### config.mk
export PLATFORM = sky130hd
export DESIGN_NAME = symmetric_matrix_packer_core
export DESIGN_NICKNAME = d
export VERILOG_FILES = /design/src/rtl/smp_pkg.sv /design/src/rtl/symmetric_matrix_packer_core.sv /design/src/rtl/smp_ram.sv
export VERILOG_INCLUDE_DIRS = /design/src /design/src/rtl
export SDC_FILE = /design/constraint.sdc
export NUM_CORES = 2
export LEC_CHECK = 0
export BUFFER_PORTS_ARGS = -buffer_cell sky130_fd_sc_hd__buf_2
export CAP_MARGIN = 20
export CORE_UTILIZATION = 50
export CTS_CLUSTER_DIAMETER = 80
export DETAILED_ROUTE_END_ITERATION = 10
export GPL_ROUTABILITY_DRIVEN = 0
export GPL_TIMING_DRIVEN = 1
export PLACE_DENSITY_LB_ADDON = 0.3
export SYNTH_ARGS = -nofsm -noshare
export SYNTH_HDL_FRONTEND = slang
export SYNTH_HIERARCHICAL = 1
export SYNTH_SLANG_ARGS = --single-unit
export TNS_END_PERCENT = 10
### constraint.sdc
create_clock -name clk_i -period 4.15 [get_ports clk_i]
set_clock_uncertainty 0.2 [all_clocks]
set_input_delay 0.83 -clock clk_i [delete_from_list [all_inputs] [get_ports clk_i]]
set_output_delay 0.83 -clock clk_i [all_outputs]
set_load 0.01 [all_outputs]
### src/rtl/symmetric_matrix_packer_core_defines.svh
// assertion macros for the symmetric matrix packer
// used by rtl/symmetric_matrix_packer_core.sv; no other dependencies
`ifndef SYMMETRIC_MATRIX_PACKER_CORE_DEFINES_SVH
`define SYMMETRIC_MATRIX_PACKER_CORE_DEFINES_SVH
`ifndef SYNTHESIS
`define SMP_ASSERT(lbl, clk, rst_n, prop) \
  lbl: assert property (@(posedge clk) disable iff (!rst_n) (prop)) \
    else $error("smp assertion failed");
`define SMP_ASSERT_NEXT(lbl, clk, rst_n, ante, cons) \
  lbl: assert property (@(posedge clk) disable iff (!rst_n) (ante) |=> (cons)) \
    else $error("smp assertion failed");
`else
`define SMP_ASSERT(lbl, clk, rst_n, prop)
`define SMP_ASSERT_NEXT(lbl, clk, rst_n, ante, cons)
`endif
`endif

### src/rtl/smp_pkg.sv
`timescale 1ns / 1ps
// shared types and constants for the symmetric matrix packer
// no dependencies
package smp_pkg;

  localparam int MAX_ORDER_DEF = 8;
  localparam int ELEM_W        = 32;
  localparam int ORDER_W       = 4;
  localparam logic [ORDER_W-1:0] ORDER_RESET = 4'd1;

  typedef enum logic [2:0] {
    ST_LOAD,
    ST_CHECK,
    ST_CHK_DONE,
    ST_FAIL,
    ST_EMIT_RD,
    ST_EMIT_LD
  } smp_state_e;

endpackage

### src/rtl/symmetric_matrix_packer_core.sv
`timescale 1ns / 1ps
// Symmetric matrix packer. Coefficients of an n x n matrix (n from cfg, clamped to
// 1..MAX_ORDER) enter one beat per cycle in row-major order. After the last one the
// block walks the strict lower triangle, one (r,c)/(c,r) pair per cycle from two
// mirrored rams (no walk for n = 1), then checks the last pair. A symmetric matrix is
// then sent as n(n+1)/2 beats of its lower triangle, row by row, each a ram read
// followed by an output register load; otherwise one beat with is_symmetric low.
// The single registered read port of each ram paces both the walk and the emission.
// Depends on smp_pkg, smp_ram and symmetric_matrix_packer_core_defines.svh.
`include "symmetric_matrix_packer_core_defines.svh"

module symmetric_matrix_packer_core #(
  parameter int MAX_ORDER = smp_pkg::MAX_ORDER_DEF
) (
  input  logic                              clk_i,
  input  logic                              rst_ni,
  input  logic                              cfg_we_i,
  input  logic [smp_pkg::ORDER_W-1:0]       cfg_wdata_i,    // matrix_order
  input  logic                              s_axis_tvalid_i,
  output logic                              s_axis_tready_o,
  input  logic signed [smp_pkg::ELEM_W-1:0] s_axis_tdata_i, // element_value
  output logic                              m_axis_tvalid_o,
  input  logic                              m_axis_tready_i,
  output logic signed [smp_pkg::ELEM_W-1:0] m_axis_tdata_o, // packed_value
  output logic                              m_axis_tuser_o, // is_symmetric
  output logic                              m_axis_tlast_o  // last_of_run
);

  localparam int DEPTH = MAX_ORDER * MAX_ORDER;
  localparam int AW    = (DEPTH > 1) ? $clog2(DEPTH) : 1;
  localparam int NW    = $clog2(MAX_ORDER + 1);
  localparam int CW    = (MAX_ORDER > 1) ? $clog2(MAX_ORDER) : 1;
  localparam int PW    = CW + NW + 1;
  localparam int SQW   = 2 * NW;
  localparam int EW    = smp_pkg::ELEM_W;
  localparam int OW    = smp_pkg::ORDER_W;

  smp_pkg::smp_state_e state_q, state_d;

  logic [OW-1:0] order_q;
  logic [AW-1:0] cnt_q, cnt_d;
  logic [CW-1:0] row_q, row_d, col_q, col_d;
  logic          mism_q, mism_d;
  logic          chk_vld_q, chk_vld_d;

  logic          out_valid_q;
  logic [EW-1:0] out_data_q, out_data_d;
  logic          out_sym_q, out_sym_d;
  logic          out_last_q, out_last_d;
  logic          load_out;

  logic [NW-1:0]  n_eff, n_m1_full;
  logic [CW-1:0]  n_m1, row_m1;
  logic [SQW-1:0] total;
  logic [PW-1:0]  addr_a_full, addr_b_full;
  logic [EW-1:0]  rdata_a, rdata_b;
  logic           wr_en, out_free, pair_neq;

  // effective order: zero reads as one, large values saturate
  always_comb begin
    if (order_q == '0) begin
      n_eff = NW'(1);
    end else if (order_q > OW'(MAX_ORDER)) begin
      n_eff = NW'(MAX_ORDER);
    end else begin
      n_eff = order_q[NW-1:0];
    end
  end

  assign n_m1_full = n_eff - NW'(1);
  assign n_m1      = n_m1_full[CW-1:0];
  assign row_m1    = row_q - CW'(1);
  assign total     = SQW'(n_eff) * SQW'(n_eff);

  assign addr_a_full = PW'(row_q) * PW'(n_eff) + PW'(col_q);
  assign addr_b_full = PW'(col_q) * PW'(n_eff) + PW'(row_q);

  // two mirrored copies so both halves of a pair are read in one cycle
  smp_ram #(.WIDTH(EW), .DEPTH(DEPTH)) u_ram_a (
    .clk_i     (clk_i),
    .wr_en_i   (wr_en),
    .wr_addr_i (cnt_q),
    .wr_data_i (s_axis_tdata_i),
    .rd_addr_i (addr_a_full[AW-1:0]),
    .rd_data_o (rdata_a)
  );

  smp_ram #(.WIDTH(EW), .DEPTH(DEPTH)) u_ram_b (
    .clk_i     (clk_i),
    .wr_en_i   (wr_en),
    .wr_addr_i (cnt_q),
    .wr_data_i (s_axis_tdata_i),
    .rd_addr_i (addr_b_full[AW-1:0]),
    .rd_data_o (rdata_b)
  );

  assign pair_neq = (rdata_a != rdata_b);
  assign out_free = !out_valid_q || m_axis_tready_i;

  always_comb begin
    state_d         = state_q;
    cnt_d           = cnt_q;
    row_d           = row_q;
    col_d           = col_q;
    mism_d          = mism_q;
    chk_vld_d       = 1'b0;
    wr_en           = 1'b0;
    load_out        = 1'b0;
    out_data_d      = rdata_a;
    out_sym_d       = 1'b1;
    out_last_d      = 1'b0;
    s_axis_tready_o = 1'b0;

    unique case (state_q)
      smp_pkg::ST_LOAD: begin
        s_axis_tready_o = 1'b1;
        if (s_axis_tvalid_i) begin
          wr_en = 1'b1;
          if (SQW'(cnt_q) + SQW'(1) == total) begin
            cnt_d  = '0;
            col_d  = '0;
            mism_d = 1'b0;
            if (n_eff == NW'(1)) begin
              row_d   = '0;
              state_d = smp_pkg::ST_EMIT_RD;
            end else begin
              row_d   = CW'(1);
              state_d = smp_pkg::ST_CHECK;
            end
          end else begin
            cnt_d = cnt_q + AW'(1);
          end
        end
      end
      smp_pkg::ST_CHECK: begin
        chk_vld_d = 1'b1;
        mism_d    = mism_q | (chk_vld_q & pair_neq);
        if (col_q == row_m1) begin
          col_d = '0;
          if (row_q == n_m1) begin
            state_d = smp_pkg::ST_CHK_DONE;
          end else begin
            row_d = row_q + CW'(1);
          end
        end else begin
          col_d = col_q + CW'(1);
        end
      end
      smp_pkg::ST_CHK_DONE: begin
        row_d = '0;
        col_d = '0;
        if (mism_q || (chk_vld_q && pair_neq)) begin
          state_d = smp_pkg::ST_FAIL;
        end else begin
          state_d = smp_pkg::ST_EMIT_RD;
        end
      end
      smp_pkg::ST_FAIL: begin
        if (out_free) begin
          load_out   = 1'b1;
          out_data_d = '0;
          out_sym_d  = 1'b0;
          out_last_d = 1'b1;
          state_d    = smp_pkg::ST_LOAD;
        end
      end
      smp_pkg::ST_EMIT_RD: begin
        // read is issued now; the output register is empty when data lands
        if (out_free) begin
          state_d = smp_pkg::ST_EMIT_LD;
        end
      end
      smp_pkg::ST_EMIT_LD: begin
        load_out   = 1'b1;
        out_last_d = (row_q == n_m1) && (col_q == row_q);
        if (col_q == row_q) begin
          col_d = '0;
          row_d = row_q + CW'(1);
        end else begin
          col_d = col_q + CW'(1);
        end
        state_d = out_last_d ? smp_pkg::ST_LOAD : smp_pkg::ST_EMIT_RD;
      end
      default: begin
        state_d = smp_pkg::ST_LOAD;
      end
    endcase

    // a new order restarts the load
    if (cfg_we_i) begin
      cnt_d   = '0;
      state_d = smp_pkg::ST_LOAD;
    end
  end

  always_ff @(posedge clk_i or negedge rst_ni) begin
    if (!rst_ni) begin
      state_q     <= smp_pkg::ST_LOAD;
      order_q     <= smp_pkg::ORDER_RESET;
      cnt_q       <= '0;
      row_q       <= '0;
      col_q       <= '0;
      mism_q      <= 1'b0;
      chk_vld_q   <= 1'b0;
      out_valid_q <= 1'b0;
    end else begin
      state_q   <= state_d;
      cnt_q     <= cnt_d;
      row_q     <= row_d;
      col_q     <= col_d;
      mism_q    <= mism_d;
      chk_vld_q <= chk_vld_d;
      if (cfg_we_i) begin
        order_q <= cfg_wdata_i;
      end
      if (load_out) begin
        out_valid_q <= 1'b1;
      end else if (m_axis_tready_i) begin
        out_valid_q <= 1'b0;
      end
    end
  end

  always_ff @(posedge clk_i) begin
    if (load_out) begin
      out_data_q <= out_data_d;
      out_sym_q  <= out_sym_d;
      out_last_q <= out_last_d;
    end
  end

  assign m_axis_tvalid_o = out_valid_q;
  assign m_axis_tdata_o  = out_data_q;
  assign m_axis_tuser_o  = out_sym_q;
  assign m_axis_tlast_o  = out_last_q;

  `SMP_ASSERT(a_emit_slot_free, clk_i, rst_ni, (state_q != smp_pkg::ST_EMIT_LD) || !out_valid_q)
  `SMP_ASSERT(a_load_cnt_range, clk_i, rst_ni, (state_q != smp_pkg::ST_LOAD) || (SQW'(cnt_q) < total))
  `SMP_ASSERT(a_check_lower, clk_i, rst_ni, (state_q != smp_pkg::ST_CHECK) || (col_q < row_q))
  `SMP_ASSERT_NEXT(a_emit_follows_rd, clk_i, rst_ni, (state_q == smp_pkg::ST_EMIT_RD) && out_free && !cfg_we_i, state_q == smp_pkg::ST_EMIT_LD)

endmodule

### src/rtl/smp_ram.sv
`timescale 1ns / 1ps
// generic single-write, single-read ram with registered read data
// no dependencies
module smp_ram #(
  parameter int WIDTH = 32,
  parameter int DEPTH = 64,
  localparam int AW = (DEPTH > 1) ? $clog2(DEPTH) : 1
) (
  input  logic             clk_i,
  input  logic             wr_en_i,
  input  logic [AW-1:0]    wr_addr_i,
  input  logic [WIDTH-1:0] wr_data_i,
  input  logic [AW-1:0]    rd_addr_i,
  output logic [WIDTH-1:0] rd_data_o
);

  logic [WIDTH-1:0] mem_q [DEPTH];

  always_ff @(posedge clk_i) begin
    if (wr_en_i) begin
      mem_q[wr_addr_i] <= wr_data_i;
    end
    rd_data_o <= mem_q[rd_addr_i];
  end

endmodule

==> impl_metrics.tcl <==
set metrics [dict create \
    synth_top_family_by_area "multiplexers" \
    dp_cells 11809 \
    final_cells 12643 \
    netlist_instances 7055 \
    synthAdderAreaFrac_pct 0.360 \
    critPathKind "reg2reg" \
    grt_max_degree 101 \
    cts_root_buffer "clkbuf_16" \
    ys_types 68 \
    yosys.area_share.simple_pct 1.72 \
    cp_slowest_stage_delay_ps 780 \
    cp_data_required_time_ps 4740 \
    end_kind "flop" \
    status "finished, violations left" \
    failed_checks "setup timing" \
    cts_made_buffers 409 \
    final_cell_mix "edfxtp_1, mux4_2, buf_4, clkbuf_16, buf_12" \
    overflow 0 \
    path_max_fanout 13 \
    drt_first_iter_violations 10420 \
    min_from "s_axis_tvalid_i" \
    r2r_start "order_q[0]" \
    reg2reg_depth 18 \
    grt_util_met1_pct 36.0 \
    wl_um 427000 \
    synth-async-reset-ratio_pct 0.522 \
    leakage_nw 60.4 \
    portBuffers 76 \
    tightest_slew_ps 1210 \
    holdWs_ps 72.1 \
    avgSynthCellArea_um2 22.8 \
    syn_area_um2 161000 \
    synth_compound_gate_area_share_pct 1.88 \
    worst_r2r_endpoint "u_ram_a/rd_data_o[1]" \
    cpLargestDelayFamily "adder cells" \
    power.density_nw_per_um2 851 \
    clock_path_buffers 4 \
    yosys_warnings 6 \
    maxSlewViolCount 0 \
    clk_pin_slew_ps 60 \
    synth_ff_type "edfxtp_1" \
    routed_via_density 6.35 \
    numClockSinks 4216 \
    fmaxAchievable_mhz 212 \
    dp_hpwl_um 250000 \
    grt_antenna_before_repair 21 \
    synth_mux_area_share_pct 16.4 \
    fp-row-count 208 \
    maxSlewHeadroom_pct 19.2 \
    fp.dieH_um 570 \
    synth_xor_area_share_pct 0.352 \
    min_path_cells 3 \
    via_count 80238 \
    vdd_drop_max_mv 0.610 \
    holdCritPathClass "in2reg" \
    r2r_slack_ps -580 \
    hold_violations 0 \
    final-setup-viol-count 64 \
    max_cap_viol_count 0 \
    htreeDepth 5 \
    worst-path-buf-inv 7 \
    start_util_pct 50.2 \
    gr-usage-met3_pct 4.90 \
    grt_usage_pct 26.4 \
    postRouteAntennaNets 0 \
    cts_tree "built" \
    drive_above_1_share_pct 35.6 \
    cp-start-kind "flop" \
    yosysSeqAreaShare_pct 78.1 \
    worst_slack_ps -576 \
    fin_nets 8064 \
    fp.coreArea_um2 321000 \
    synth-edff-count 4130 \
    drc 0 \
    grtUsageMet2_pct 42.4 \
    place_area_um2 174000 \
    grt_pass1_vias 80973 \
    fin_crit_sh_pct 114 \
    crit_start "order_q[0]" \
    busiest_layer "met2" \
    ioPinCount 77 \
    syn2layout_area_growth_pct 18.2 \
    path_cells "o21bai_4 -> and2_4 -> inv_4 -> nor2_2 -> fa_1 -> inv_2 -> fa_1 -> inv_2 -> fa_4 -> buf_12 -> buf_12 -> buf_16 -> mux4_2 -> mux2i_1 -> buf_4 -> a21oi_4 -> a21oi_4 -> nor2_1" \
    cp.arrival_ps 5320 \
    worst_skew_pair.late_latency_ps 930 \
    fp.dieW_um 570 \
    final_common_cell "edfxtp_1" \
    worst_path_max_delay_cell "fa_4" \
    design.die.area_um2 325000 \
    synth_seq_cells 4216 \
    stdcell_area_um2 190000 \
    firstDrtPassIters 6 \
    wl_per_cell_um 33.8 \
    post-route-min-period_ps 4730 \
    grt_setup_unrepaired "yes" \
    hold_end "state_q[0]" \
    grt_pass1_wl_um 603000 \
]
worst max-delay path by stage:
stage | end | slack, ps | depth (start not counted)
after floorplan | u_ram_b/mem_q[49][0] | -460 | 6
after global placement | u_ram_a/rd_data_o[10] | -1350 | 18
after detailed placement | u_ram_a/rd_data_o[29] | -1340 | 18
after CTS | u_ram_b/rd_data_o[13] | -610 | 15
after global routing | u_ram_b/rd_data_o[18] | -660 | 17
final | u_ram_a/rd_data_o[1] | -580 | 18
cell usage after synthesis (all sizes together), types with 4 or more instances:
cell | count | area (um^2)
or3b | 10 | 87.6
a41o | 8 | 80.1
a21o | 5 | 37.5
a22oi | 25 | 188
nand2 | 79 | 299
and2 | 47 | 294
and3 | 13 | 82.6
mux4 | 1088 | 24500
o32ai | 8 | 70.1
nor4 | 9 | 71.3
dfrtp | 21 | 526
o22ai | 170 | 1070
buf | 218 | 1230
nand2b | 21 | 131
or3 | 8 | 50.1
edfxtp | 4130 | 124000
clkbuf | 157 | 589
a21oi | 142 | 711
a311oi | 16 | 140
or2 | 6 | 37.5
xor2 | 44 | 385
o221ai | 55 | 482
nand4 | 9 | 56.3
nand3b | 10 | 75.1
o21ai | 11 | 66.3
mux2i | 187 | 1870
nor2b | 34 | 213
nor2 | 306 | 1150
xnor2 | 13 | 114
inv | 28 | 105
nor3 | 19 | 95.1
dfxtp | 64 | 1280
a31oi | 6 | 37.5
ha | 32 | 400
fa | 9 | 180
mux2 | 4 | 45.0
nand3 | 17 | 85.1
worst reg2reg max path: stages, from the launching register on:
cell      delay, ps
dfstp_2         370
o21bai_4        170
and2_4          180
inv_4            80
nor2_2           40
fa_1            500
inv_2            40
fa_1            490
inv_2            50
fa_4            780
buf_12          150
buf_12          180
buf_16          180
mux4_2          330
mux2i_1         190
buf_4           160
a21oi_4          80
a21oi_4         350
nor2_1           90
metal layers:
layer	part of all wire (%)	up-vias
met5	0.0061	-
met1	37	43216
met3	9.6	741
li1	-	31859
met4	4.2	4
met2	49	4418
metrics by stage:
| step | setup WS (ps) | TNS, ps | util (%) | power (mW) |
|---|---|---|---|---|
| finish | -576 | -28710 | 59.4 | 162 |
| global route | -658 | -33490 | 59.3 | 167 |
| CTS | -607 | -33340 | 59.1 | 161 |
| detailed placement | -1340 | -50180 | 54.3 | 117 |
| global placement | -1350 | -52600 | 54.3 | 117 |
| floorplan | -462 | -62780 | - | 87.4 |
sequential cells by signal, summed over array words and instances, names as in the netlist:
register / flops
m_axis_tuser_o: 1
chk_vld_q: 1
col_q: 3
m_axis_tdata_o: 32
u_ram_a/mem_q: 2048
mism_q: 1
m_axis_tlast_o: 1
u_ram_b/rd_data_o: 32
m_axis_tvalid_o: 1
cnt_q: 6
row_q: 3
u_ram_b/mem_q: 2048
state_q: 3
order_q: 4
u_ram_a/rd_data_o: 32
power breakdown:
part | leakage [nW] | internal, mW | switching (mW) | total (mW)
Combinational | 16.0 | 37.5 | 39.1 | 76.7
Sequential | 38.0 | 47.4 | 1.18 | 48.6
Clock | 6.42 | 21.1 | 15.7 | 36.8
cells by family after synthesis:
logic type               Yosys count
adder cells (fa/ha/maj)           41
multiplexers                    1279
AO/OA/AOI/OAI                    462
flip-flops                      4216
XOR/XNOR                          60
other                              1
AND/OR/NAND/NOR                  593
buffers and inverters            403
area by class of cell:
class / count / area (um^2)
inverter: 28 / 108
multi-input combinational: 2438 / 36100
fill: 21793 / 130000
tap: 4305 / 5390
clock inverter: 259 / 2420
clock buffer: 489 / 10800
antenna: 19 / 47.5
timing repair buffer: 889 / 9810
sequential: 4216 / 126000
repair_timing:
| item | CTS | global route |
|---|---|---|
| buffers inserted | 35 | 10 |
| endpoints found under the hold margin | 21 | 0 |
| hold buffers | 1 | 0 |
| cloned | 16 | 1 |
| resized for setup | 302 | 89 |
| pin swaps | 41 | 36 |
| endpoints found under the setup margin | 64 | 64 |
No activity file was read; power rests on OpenSTA's default activity.
